==> src/hw/rtl/ymr_pkg.sv <==
`timescale 1ns / 1ps
package ymr_pkg;
    localparam logic [15:0] CRC_POLY = 16'h1021;
    localparam logic [15:0] CRC_TOP  = 16'h8000;

    localparam logic [1:0] ACT_BYTE  = 2'd0;
    localparam logic [1:0] ACT_TICK  = 2'd1;
    localparam logic [1:0] ACT_START = 2'd2;
    localparam logic [1:0] ACT_RSVD  = 2'd3;

    localparam logic [7:0] CH_SOH = 8'h01;
    localparam logic [7:0] CH_STX = 8'h02;
    localparam logic [7:0] CH_EOT = 8'h04;
    localparam logic [7:0] CH_CAN = 8'h18;
    localparam logic [7:0] CH_UA  = 8'h41;
    localparam logic [7:0] CH_LA  = 8'h61;

    localparam logic [2:0] VD_NONE = 3'd0;
    localparam logic [2:0] VD_DATA = 3'd1;
    localparam logic [2:0] VD_HDR  = 3'd2;
    localparam logic [2:0] VD_EMPTY = 3'd3;
    localparam logic [2:0] VD_SEQ  = 3'd4;
    localparam logic [2:0] VD_FAIL = 3'd5;

    localparam logic [2:0] RP_NONE  = 3'd0;
    localparam logic [2:0] RP_ACK   = 3'd1;
    localparam logic [2:0] RP_NAK   = 3'd2;
    localparam logic [2:0] RP_CACA  = 3'd3;
    localparam logic [2:0] RP_C     = 3'd4;
    localparam logic [2:0] RP_ACKC  = 3'd5;
    localparam logic [2:0] RP_CACK  = 3'd6;

    localparam logic [2:0] SS_RUN  = 3'd0;
    localparam logic [2:0] SS_DONE = 3'd1;
    localparam logic [2:0] SS_SEND = 3'd2;
    localparam logic [2:0] SS_USER = 3'd3;
    localparam logic [2:0] SS_ERR  = 3'd4;

    localparam int QDEPTH = 2;

    // Classified event handed from the front to the back.
    typedef enum logic [2:0] {
        EV_NOP, EV_START, EV_TICK, EV_BYTE
    } ev_kind_t;

    typedef struct packed {
        ev_kind_t   kind;
        logic [7:0] rx;
    } ev_t;

    typedef struct packed {
        logic       data_valid;
        logic [7:0] data_byte;
        logic [9:0] data_offset;
        logic       packet_end;
        logic [2:0] packet_verdict;
        logic       block_is_1k;
        logic [7:0] block_number;
        logic [2:0] reply;
        logic [2:0] session_status;
        logic [3:0] error_count;
    } res_t;

    function automatic logic [15:0] crc_byte(input logic [15:0] crc, input logic [7:0] b);
        logic [15:0] c;
        c = crc ^ {b, 8'h00};
        for (int k = 0; k < 8; k++) begin
            if ((c & CRC_TOP) != 16'h0) c = {c[14:0], 1'b0} ^ CRC_POLY;
            else c = {c[14:0], 1'b0};
        end
        return c;
    endfunction
endpackage

==> src/hw/rtl/ymr_front.sv <==
`timescale 1ns / 1ps
module ymr_front
    import ymr_pkg::*;
(
    input  logic       aclk,
    input  logic       aresetn,
    input  logic       s_valid,
    output logic       s_ready,
    input  logic [1:0] s_action,
    input  logic [7:0] s_rx_byte,
    output logic       q_valid,
    input  logic       q_ready,
    output ev_t        q_ev
);
    // Small FIFO of classified events.
    ev_t              mem_reg [QDEPTH];
    logic [$clog2(QDEPTH)-1:0] wp_reg, rp_reg;
    logic [$clog2(QDEPTH):0]   cnt_reg;
    ev_t  ev;
    logic push, pop;

    always_comb begin
        ev.rx = s_rx_byte;
        unique case (s_action)
            ACT_BYTE:  ev.kind = EV_BYTE;
            ACT_TICK:  ev.kind = EV_TICK;
            ACT_START: ev.kind = EV_START;
            default:   ev.kind = EV_NOP;
        endcase
    end

    assign s_ready = (cnt_reg != QDEPTH[$clog2(QDEPTH):0]);
    assign push    = s_valid && s_ready;
    assign q_valid = (cnt_reg != '0);
    assign pop     = q_valid && q_ready;
    assign q_ev    = mem_reg[rp_reg];

    always_ff @(posedge aclk) begin
        if (push) mem_reg[wp_reg] <= ev;
        if (!aresetn) begin
            wp_reg <= '0;
            rp_reg <= '0;
            cnt_reg <= '0;
        end else begin
            if (push) wp_reg <= wp_reg + 1'b1;
            if (pop) rp_reg <= rp_reg + 1'b1;
            cnt_reg <= cnt_reg + {{$clog2(QDEPTH){1'b0}}, push}
                               - {{$clog2(QDEPTH){1'b0}}, pop};
        end
    end

    a_cnt: assert property (@(posedge aclk) disable iff (!aresetn)
        cnt_reg <= QDEPTH[$clog2(QDEPTH):0]) else $error("queue overflow");
    a_full: assert property (@(posedge aclk) disable iff (!aresetn)
        (cnt_reg == QDEPTH[$clog2(QDEPTH):0] && !pop) |=> !s_ready)
        else $error("full not held");
    a_empty: assert property (@(posedge aclk) disable iff (!aresetn)
        (cnt_reg == '0) |-> !q_valid) else $error("empty queue valid");
endmodule

==> src/hw/rtl/ymr_back.sv <==
`timescale 1ns / 1ps
module ymr_back
    import ymr_pkg::*;
(
    input  logic       aclk,
    input  logic       aresetn,
    input  logic       cfg_we,
    input  logic [3:0] cfg_wdata,
    input  logic       q_valid,
    output logic       q_ready,
    input  ev_t        q_ev,
    output logic       m_valid,
    input  logic       m_ready,
    output res_t       m_res
);
    typedef enum logic [2:0] {
        PH_IDLE, PH_CA, PH_NUM, PH_CMP, PH_DATA, PH_CRCH, PH_CRCL
    } phase_t;

    phase_t      phase_reg, phase_next;
    logic        large_reg, large_next;
    logic [9:0]  bcnt_reg, bcnt_next;
    logic [7:0]  rnum_reg, rnum_next;
    logic        mism_reg, mism_next;
    logic [15:0] crc_reg, crc_next;
    logic [7:0]  crch_reg, crch_next;
    logic        fz_reg, fz_next;
    logic [7:0]  exp_reg, exp_next;
    logic [3:0]  err_reg, err_next;
    logic        started_reg, started_next;
    logic [2:0]  ss_reg, ss_next;
    logic [3:0]  maxe_reg;
    logic        mv_reg;
    res_t        res_reg, r;
    logic        take;

    // The output register is refilled whenever it is empty or being taken.
    assign q_ready = !mv_reg || m_ready;
    assign take    = q_valid && q_ready;
    assign m_valid = mv_reg;
    assign m_res   = res_reg;

    always_comb begin
        logic [4:0]  cnt;
        logic [2:0]  erp;
        logic        show;
        logic [15:0] got;
        logic [9:0]  last;
        logic [2:0]  err_ss;
        logic [3:0]  err_cnt;
        cnt = {1'b0, err_reg} + {4'd0, started_reg};
        err_cnt = (cnt > 5'd15) ? 4'd15 : cnt[3:0];
        erp = (cnt > {1'b0, maxe_reg}) ? RP_CACA : RP_CACK;
        err_ss = (cnt > {1'b0, maxe_reg}) ? SS_ERR : ss_reg;
        got = {crch_reg, q_ev.rx};
        last = large_reg ? 10'd1023 : 10'd127;
        show = 1'b0;
        phase_next = phase_reg; large_next = large_reg; bcnt_next = bcnt_reg;
        rnum_next = rnum_reg; mism_next = mism_reg; crc_next = crc_reg;
        crch_next = crch_reg; fz_next = fz_reg; exp_next = exp_reg;
        err_next = err_reg; started_next = started_reg; ss_next = ss_reg;
        r = '0;
        if (q_ev.kind == EV_START) begin
            phase_next = PH_IDLE; large_next = 1'b0; bcnt_next = '0; rnum_next = '0;
            mism_next = 1'b0; crc_next = '0; crch_next = '0; fz_next = 1'b0;
            exp_next = '0; err_next = '0; started_next = 1'b0; ss_next = SS_RUN;
            r.reply = RP_C;
        end else if (q_ev.kind == EV_NOP || ss_reg != SS_RUN) begin
            // Ignored event: status only.
        end else if (q_ev.kind == EV_TICK) begin
            if (phase_reg != PH_IDLE && phase_reg != PH_CA) begin
                r.packet_verdict = VD_FAIL;
                show = 1'b1;
            end
            r.packet_end = 1'b1;
            r.reply = erp; err_next = err_cnt; ss_next = err_ss; phase_next = PH_IDLE;
        end else begin
            unique case (phase_reg)
                PH_IDLE: begin
                    r.packet_end = 1'b1;
                    if (q_ev.rx == CH_SOH || q_ev.rx == CH_STX) begin
                        r.packet_end = 1'b0;
                        large_next = (q_ev.rx == CH_STX);
                        bcnt_next = '0; rnum_next = '0; mism_next = 1'b0;
                        crc_next = '0; crch_next = '0; fz_next = 1'b0;
                        phase_next = PH_NUM;
                    end else if (q_ev.rx == CH_EOT) begin
                        err_next = '0; exp_next = '0; r.reply = RP_ACK;
                    end else if (q_ev.rx == CH_CAN) begin
                        r.packet_end = 1'b0; phase_next = PH_CA;
                    end else if (q_ev.rx == CH_UA || q_ev.rx == CH_LA) begin
                        r.reply = RP_CACA; ss_next = SS_USER;
                    end else begin
                        r.reply = erp; err_next = err_cnt; ss_next = err_ss;
                    end
                end
                PH_CA: begin
                    r.packet_end = 1'b1;
                    phase_next = PH_IDLE;
                    if (q_ev.rx == CH_CAN) begin
                        err_next = '0; r.reply = RP_ACK; ss_next = SS_SEND;
                    end else begin
                        r.reply = erp; err_next = err_cnt; ss_next = err_ss;
                    end
                end
                PH_NUM: begin
                    rnum_next = q_ev.rx; phase_next = PH_CMP;
                end
                PH_CMP: begin
                    mism_next = (~q_ev.rx != rnum_reg); phase_next = PH_DATA;
                end
                PH_DATA: begin
                    r.data_valid = 1'b1; r.data_byte = q_ev.rx; r.data_offset = bcnt_reg;
                    show = 1'b1;
                    if (bcnt_reg == '0) fz_next = (q_ev.rx == 8'h00);
                    crc_next = crc_byte(crc_reg, q_ev.rx);
                    if (bcnt_reg >= last) phase_next = PH_CRCH;
                    else bcnt_next = bcnt_reg + 10'd1;
                end
                PH_CRCH: begin
                    crch_next = q_ev.rx; phase_next = PH_CRCL;
                end
                PH_CRCL: begin
                    r.packet_end = 1'b1; show = 1'b1; phase_next = PH_IDLE;
                    if (mism_reg || got != crc_reg) begin
                        r.packet_verdict = VD_FAIL;
                        r.reply = erp; err_next = err_cnt; ss_next = err_ss;
                    end else begin
                        err_next = '0;
                        if (rnum_reg != exp_reg) begin
                            r.packet_verdict = VD_SEQ; r.reply = RP_NAK;
                        end else if (exp_reg == '0 && fz_reg) begin
                            r.packet_verdict = VD_EMPTY; r.reply = RP_ACK; ss_next = SS_DONE;
                        end else begin
                            r.packet_verdict = (exp_reg == '0) ? VD_HDR : VD_DATA;
                            r.reply = (exp_reg == '0) ? RP_ACKC : RP_ACK;
                            exp_next = exp_reg + 8'd1;
                            started_next = 1'b1;
                        end
                    end
                end
                default: phase_next = PH_IDLE;
            endcase
        end
        if (show) begin
            r.block_is_1k = large_reg;
            r.block_number = rnum_reg;
        end
        r.session_status = ss_next;
        r.error_count = err_next;
    end

    always_ff @(posedge aclk) begin
        if (take) res_reg <= r;
        if (!aresetn) begin
            phase_reg <= PH_IDLE; large_reg <= 1'b0; bcnt_reg <= '0; rnum_reg <= '0;
            mism_reg <= 1'b0; crc_reg <= '0; crch_reg <= '0; fz_reg <= 1'b0;
            exp_reg <= '0; err_reg <= '0; started_reg <= 1'b0; ss_reg <= SS_RUN;
            maxe_reg <= 4'd5; mv_reg <= 1'b0;
        end else begin
            if (cfg_we) maxe_reg <= cfg_wdata;
            if (take) begin
                phase_reg <= phase_next; large_reg <= large_next; bcnt_reg <= bcnt_next;
                rnum_reg <= rnum_next; mism_reg <= mism_next; crc_reg <= crc_next;
                crch_reg <= crch_next; fz_reg <= fz_next; exp_reg <= exp_next;
                err_reg <= err_next; started_reg <= started_next; ss_reg <= ss_next;
            end
            if (take) mv_reg <= 1'b1;
            else if (m_ready) mv_reg <= 1'b0;
        end
    end

    a_hold: assert property (@(posedge aclk) disable iff (!aresetn)
        (mv_reg && !m_ready) |=> (mv_reg && $stable(res_reg)))
        else $error("result lost under stall");
    a_cnt: assert property (@(posedge aclk) disable iff (!aresetn)
        (phase_reg == PH_DATA && !large_reg) |-> bcnt_reg <= 10'd127)
        else $error("short block overrun");
    a_stop: assert property (@(posedge aclk) disable iff (!aresetn)
        (take && ss_reg != SS_RUN && q_ev.kind != EV_START) |=> $stable(phase_reg))
        else $error("finished session moved");
endmodule

==> src/hw/rtl/ymodem_packet_receiver.sv <==
`timescale 1ns / 1ps
// Path: a request accepted by the front is queued there, then taken by the back, which handles
// it and writes its result into the output register; the back takes none while a result is stalled.
// Throughput: one request per cycle sustained while m_ready is held; each byte is classified and
// queued in the front, then handled by the back, whose CRC update is a combinational XOR net.
// Reset: aresetn is synchronous and active low; it idles the receiver, clears all session
// state and the queue, and sets the error limit register to 5.
module ymodem_packet_receiver
    import ymr_pkg::*;
(
    input  logic       aclk,
    input  logic       aresetn,
    input  logic       cfg_we,
    input  logic [3:0] cfg_wdata,
    input  logic       s_valid,
    output logic       s_ready,
    input  logic [1:0] s_action,
    input  logic [7:0] s_rx_byte,
    output logic       m_valid,
    input  logic       m_ready,
    output logic       m_data_valid,
    output logic [7:0] m_data_byte,
    output logic [9:0] m_data_offset,
    output logic       m_packet_end,
    output logic [2:0] m_packet_verdict,
    output logic       m_block_is_1k,
    output logic [7:0] m_block_number,
    output logic [2:0] m_reply,
    output logic [2:0] m_session_status,
    output logic [3:0] m_error_count
);
    // The front queues classified requests so the deframer can stall on the
    // output side without at once blocking the byte stream; it holds two events.
    logic q_valid, q_ready;
    ev_t  q_ev;
    res_t res;

    ymr_front u_front (
        .aclk, .aresetn, .s_valid, .s_ready, .s_action, .s_rx_byte,
        .q_valid, .q_ready, .q_ev
    );

    // The back holds the protocol state, the CRC and the output register.
    ymr_back u_back (
        .aclk, .aresetn, .cfg_we, .cfg_wdata, .q_valid, .q_ready, .q_ev,
        .m_valid, .m_ready, .m_res(res)
    );

    assign m_data_valid     = res.data_valid;
    assign m_data_byte      = res.data_byte;
    assign m_data_offset    = res.data_offset;
    assign m_packet_end     = res.packet_end;
    assign m_packet_verdict = res.packet_verdict;
    assign m_block_is_1k    = res.block_is_1k;
    assign m_block_number   = res.block_number;
    assign m_reply          = res.reply;
    assign m_session_status = res.session_status;
    assign m_error_count    = res.error_count;
endmodule
==> config.mk <==
export PLATFORM = sky130hd
export DESIGN_NAME = ymodem_packet_receiver
export DESIGN_NICKNAME = d
export VERILOG_FILES = /design/src/hw/rtl/ymr_pkg.sv /design/src/hw/rtl/ymr_front.sv /design/src/hw/rtl/ymr_back.sv /design/src/hw/rtl/ymodem_packet_receiver.sv
export SDC_FILE = /design/constraint.sdc
export NUM_CORES = 1
export LEC_CHECK = 0
export BUFFER_PORTS_ARGS = -buffer_cell sky130_fd_sc_hd__buf_2
export CORE_MARGIN = 1
export CORE_UTILIZATION = 38
export DETAILED_ROUTE_END_ITERATION = 8
export GPL_TIMING_DRIVEN = 1
export SYNTH_ARGS = -nofsm -noshare
export SYNTH_HDL_FRONTEND = slang
export SYNTH_SLANG_ARGS = --single-unit
==> constraint.sdc <==
create_clock -name aclk -period 4.5 [get_ports aclk]
set_input_delay 0.9 -clock aclk [delete_from_list [all_inputs] [get_ports aclk]]
set_output_delay 0.9 -clock aclk [all_outputs]
set_load 0.02 [all_outputs]
==> run metrics, run 1 <==
async set-reset flop share out of synthesis=0%; largest family of logic cells by synthesized area=simple AND/OR/NAND/NOR gates; startpoint class of the critical path=flip-flop; Post-CTS Setup Inserts=0; CTS clock-pin slew for the worst setup and hold paths=60 ps; xor/xnor share of the synthesized area=8.68%; leakage=3.06 nW; Worst Path Arrival=4000 ps; Crit Path Max Fanout=23; Max Slew Vio Count=0; Syn. warnings=0; pwr/cell area=541 nW/µm²; Crit. End Element=flip-flop; total wire length after detailed routing=17.3 mm; Final Critical Period=3650 ps; diode count=0; run status=finished, final reports clean; I/O pins=63; Synthesized Nets=772; Design Power=0.00438 W; Post-DP HPWL=12.3 mm; Die Ht=137 µm; largest net degree at the start of global routing=42; #FFs+latches synth=136; H-tree depth=4; RSZ-0062 raised after global routing=no; critical path class=flip-flop to flip-flop; core area=18000 µm²; GP Congestion=0.883; CP Capture Point=u_back.exp_reg[2]; setup TNS=0 ps; Die W=137 µm; # hold bufs at CTS=0; Vias/cell=5.38; antenna violations before repair=0; Resize count post-CTS=0; FILL cells=1749; Clock Path Buffers=2; Worst R2R Path Depth=9; Hold Fails Final Rpt=0; TritonCTS clock tree=yes; Peak VDD IR=0.290 mV; first-pass GRT wire length=27.8 mm; Netlist cell types=58; DRC=0; WL/cell=16.6 µm; Final nets=833; post-synthesis compound-gate area fraction=13.7%; Period Utilization, post-route=81.0%; Tightest Pin Transition=1120 ps; prevailing post-synth register cell=dfxtp_1; Pre-Repair DR Iteration Count=6; DRT iter0 DRCs=544; Total GRT Usage=19.5%; Initial Util=38.8%; post-synthesis cell count=735; Slew headroom=25.0%; Synth Area in Adders=3.23%; Via Count=5585; input/output buffers=62; mapped cell area=6960 µm²; worst reg2reg endpoint=u_back.exp_reg[2]; die area=18900 µm²; Peak Freq=274 MHz; multi-input logic area=3340 µm²; Root Driver=clkbuf_16; max reg flops=42; grt total ovfl=0; vias in the first global route=5192; later-pin clock latency in the skew report=430 ps; Max Cap Viol=0; mux contribution to synthesized area=2.48%; number of enable flip-flop cells after synthesis=62; share of layout cells above drive strength 1=14.2%; Seq/Total Area, Yosys=48.0%; Simple-Gate Fraction of Synth Area=19.9%; Worst Skew=11.7 ps; register area=3340 µm²; area grow syn2layout=16.3%; Reg2Reg Setup Slack=850 ps; total clock sinks=136; post-route ant nets=0; worst min-delay path class=flip-flop to flip-flop; Avg Cell Area, Syn=9.48 µm²; CP Data Required Time=4850 ps; CTS Buf Count=17; Final setup viols=0; FP Rows=49
==> per-layer routing <==
| metal | GRT usage [%] | vias to the layer above | share of wire, % |
|---|---|---|---|
| li1 | - | 2779 | - |
| met1 | 26.2 | 2600 | 47 |
| met2 | 30.1 | 180 | 45 |
| met3 | 4.56 | 26 | 5.5 |
| met4 | 7.63 | 0 | 1.8 |
| met5 | 0 | - | 0 |
==> cells in the final DEF (no fill, tap or decap), types with 5 or more instances in the layout <==
cell type | Yosys | routed
dfxtp_1 | 74 | 74
nor2_1 | 69 | 69
buf_2 | 2 | 62
edfxtp_1 | 62 | 62
nand2_1 | 57 | 57
a21oi_1 | 54 | 54
xnor2_1 | 37 | 37
inv_1 | 35 | 34
xor2_1 | 32 | 32
nand3_1 | 32 | 32
o21ai_0 | 29 | 29
and2_1 | 21 | 21
ha_1 | 18 | 18
clkbuf_16 | 0 | 17
nand4_1 | 16 | 16
or3_1 | 15 | 15
mux2i_1 | 15 | 15
buf_4 | 0 | 13
nor3_1 | 12 | 12
nor4_1 | 10 | 10
a31oi_1 | 9 | 9
o22ai_1 | 9 | 9
nor2b_1 | 8 | 8
o211ai_1 | 7 | 7
and3_1 | 6 | 6
o21a_1 | 6 | 6
or4_1 | 5 | 5
o31ai_1 | 5 | 5
inv_6 | 0 | 5
clkinvlp_4 | 0 | 5
==> kinds of logic (layout without fill, tap and decap cells) <==
logic type,after synthesis,after routing
AOI/OAI and AO/OA,155,155
adders and majority gates,18,18
and+or+nand+nor,272,272
xor gates and xnor gates,69,69
buffers and inverters,68,142
DFF,136,136
muxes,17,17
==> critical path, stage by stage, from the launching register on <==
cell and delay [ps]:
dfxtp_1 900, mux2i_1 430, inv_1 80, ha_1 400, inv_1 290, o41a_1 220
inv_1 50, a31oi_1 810, o21ai_0 210, a21oi_1 160
==> area by class of cell <==
| cell class | count | area share [%] |
|---|---|---|
| Sequential cell | 136 | 41.3 |
| Clock buffer | 17 | 5.25 |
| Clock inverter | 15 | 2.07 |
| Timing Repair Buffer | 75 | 5.03 |
| Inverter | 35 | 1.62 |
| Multi-Input combinational cell | 531 | 41.2 |
| Tap cell | 229 | 3.54 |
==> cell usage after synthesis (3+ instances only) <==
cell type  instances  area [µm²]
a211oi_1           3        22.5
a21boi_0           3        22.5
a21o_1             3        22.5
a21oi_1           54         270
a22oi_1            4        30.0
a31oi_1            9        56.3
a41oi_1            3        26.3
and2_1            21         131
and3_1             6        37.5
and4_1             3        26.3
buf_6              3        33.8
clkbuf_1          28         105
dfxtp_1           74        1480
edfxtp_1          62        1860
ha_1              18         225
inv_1             35         131
mux2i_1           15         150
nand2_1           57         214
nand3_1           32         160
nand3b_1           3        22.5
nand4_1           16         100
nor2_1            69         259
nor2b_1            8        50.1
nor3_1            12        60.1
nor4_1            10        62.6
nor4b_1            4        35.0
o211ai_1           7        52.6
o21a_1             6        45.0
o21ai_0           29         145
o21ai_1            4        20.0
o22ai_1            9        56.3
o31ai_1            5        37.5
o32ai_1            4        35.0
or3_1             15        93.8
or3b_1             3        26.3
or4_1              5        37.5
xnor2_1           37         324
xor2_1            32         280
==> worst min-delay path by stage <==
stage                                  start                  to  cells past startpoint
after global routing      u_back.crch_reg[4]  u_back.crch_reg[4]                      2
after CTS                 u_back.crch_reg[4]  u_back.crch_reg[4]                      2
after detailed placement  u_back.crch_reg[4]  u_back.crch_reg[4]                      2
final                     u_back.crch_reg[6]  u_back.crch_reg[6]                      2
after floorplan           u_back.maxe_reg[0]  u_back.maxe_reg[0]                      2
after global placement    u_back.maxe_reg[0]  u_back.maxe_reg[0]                      2
==> stage by stage <==
| stage | utilization, % | instance area [µm²] | instances | worst slack, ps | hold WS, ps |
|---|---|---|---|---|---|
| 4_1_cts | 45.1 | 8100 | 1038 | 914 | 484 |
| 3_3_place_gp | 41.8 | 7510 | 1006 | 1040 | 471 |
| 6_report | 45.1 | 8100 | 1038 | 854 | 487 |
| 3_5_place_dp | 41.8 | 7510 | 1006 | 931 | 475 |
| 2_1_floorplan | - | 6960 | 735 | 1120 | 446 |
| 5_1_grt | 45.1 | 8100 | 1038 | 474 | 509 |
==> power by group <==
group | total, W | leakage (nW) | switching (W) | internal (W)
clock | 0.00142 | 0.274 | 0.000590 | 0.000826
combinational | 0.00134 | 1.58 | 0.000921 | 0.000414
sequential | 0.00163 | 1.20 | 0.0000918 | 0.00154
(Power assumes the default switching activity.)
==> run 2, diff against run 1 <==
- clock period: 4.5 -> 3.4 ns (I/O delays scaled with it)
==> run 2 against run 1 <==
Wire length grew 0.70%. Highest routed layer unchanged. Final cell count rose by 0.87%. Register-to-register slack got worse by 610 ps. Largest cell class unchanged. Largest power group unchanged. First-iteration DRC count fell by 12%. Worst setup slack worse by 610 ps. Via count increased by 0.61%.
==> run metrics, run 2 (same netlist as run 1, synthesis figures left out) <==
total wire length after detailed routing=17.4 mm; CP Data Required Time=3660 ps; final core utilization=45.6%; Slew headroom=45.0%; Reg2Reg Setup Slack=240 ps; pwr/cell area=719 nW/µm²; input/output buffers=62; TritonCTS clock tree=yes; Final setup viols=0; Pre-Repair DR Iteration Count=5; worst reg2reg endpoint=u_back.m_res[2]; FP Rows=49; DRT iter0 DRCs=478; Peak VDD IR=0.379 mV; Final nets=842; # hold bufs at CTS=0; run status=finished, final reports clean; grt total ovfl=0; Crit Path Max Fanout=18; Total GRT Usage=19.3%; Initial Util=38.8%; DRC=0; diode count=0; Vias/cell=5.37; Max Cap Viol=0; H-tree depth=4; Via Count=5619; Crit. End Element=flip-flop; GP Congestion=0.898; WL/cell=16.6 µm; worst min-delay path class=input port to flip-flop; CTS Buf Count=17; post-route ant nets=0; CP Capture Point=u_back.m_res[2]; Resize count post-CTS=0; core area=18000 µm²; Post-DP HPWL=12.6 mm; vias in the first global route=5102; Clock Path Buffers=2; Max Slew Vio Count=0; Worst Path Arrival=3410 ps; later-pin clock latency in the skew report=430 ps; Root Driver=clkbuf_16; max reg flops=42; Worst Skew=13.6 ps; commonest non-fill, non-tap cell in the layout=dfxtp_1; I/O pins=63; FILL cells=1742; antenna violations before repair=0; Die W=137 µm; critical path class=flip-flop to flip-flop; first-pass GRT wire length=27.3 mm; Worst R2R Path Depth=8; Post-CTS Setup Inserts=0; RSZ-0062 raised after global routing=no; Peak Freq=317 MHz; largest net degree at the start of global routing=30; Tightest Pin Transition=822 ps; Die Ht=137 µm; total clock sinks=136; Hold Fails Final Rpt=0; worst hold start=s_rx_byte[2]; Final Critical Period=3160 ps; CTS clock-pin slew for the worst setup and hold paths=60 ps; startpoint class of the critical path=flip-flop; die area=18900 µm²; commonest non-fill, non-tap cells in the layout=74 x dfxtp_1, 69 x nor2_1, 62 x buf_2, 62 x edfxtp_1, 57 x nand2_1; area grow syn2layout=17.6%; share of layout cells above drive strength 1=15.0%; leakage=3.12 nW; Period Utilization, post-route=92.8%; setup TNS=0 ps
[run 2: changes by cell type in the layout (fill, tap and decap cells not counted)]
cell | before | now
clkinvlp_4 | 5 | 2
inv_6 | 5 | 6
buf_4 | 13 | 22
bufinv_16 | 2 | 3
clkinv_1 | 0 | 1
[run 2: metal layers]
layer | GRT usage [%] | share of wire (%)
met5 | 0 | 0
met3 | 4.82 | 5.1
met1 | 26.2 | 48
met2 | 29.3 | 45
met4 | 7.75 | 2.1
[run 2: power breakdown]
part	total (W)	switching (W)	internal (W)
logic	0.00183	0.00126	0.000574
clock network	0.00192	0.000754	0.00117
registers	0.00213	0.0000993	0.00203
[run 2: worst min path at each step]
stage | end | slack, ps | cells past startpoint
global route | u_front.mem_reg[1][2] | 420 | 1
global placement | u_back.maxe_reg[0] | 470 | 2
finish | u_front.mem_reg[1][2] | 440 | 1
floorplan | u_back.maxe_reg[0] | 450 | 2
detailed placement | u_back.maxe_reg[0] | 480 | 2
CTS | u_front.mem_reg[1][2] | 420 | 1
[run 2: cell type report]
type	instances	area [µm²]	area share, %
Inverter	35	131	1.60
Multi-Input combinational cell	531	3340	40.8
Timing Repair Buffer	84	475	5.81
Tap cell	229	287	3.50
Sequential cell	136	3340	40.8
Clock buffer	17	425	5.19
Clock inverter	15	188	2.29
[run 2: critical path, cell delays in order (launching register included)]
cell and delay (ps):
dfxtp_1 460, buf_4 290, or3b_1 420, a22o_1 260, nor4_1 380, o211ai_1 170
a41oi_1 610, a22oi_1 170, o211ai_1 220
[run 2: through the flow]
| stage | std cells | cell area (µm²) | setup WS (ps) | hold WS [ps] | total power (W) |
|---|---|---|---|---|---|
| after global placement | 1015 | 7580 | 321 | 468 | 0.00398 |
| final | 1047 | 8190 | 245 | 440 | 0.00589 |
| after detailed placement | 1015 | 7580 | 259 | 477 | 0.00399 |
| after floorplan | 735 | 6960 | 241 | 446 | 0.00340 |
| after CTS | 1047 | 8190 | 244 | 419 | 0.00593 |
| after global routing | 1047 | 8190 | 93.4 | 424 | 0.00617 |
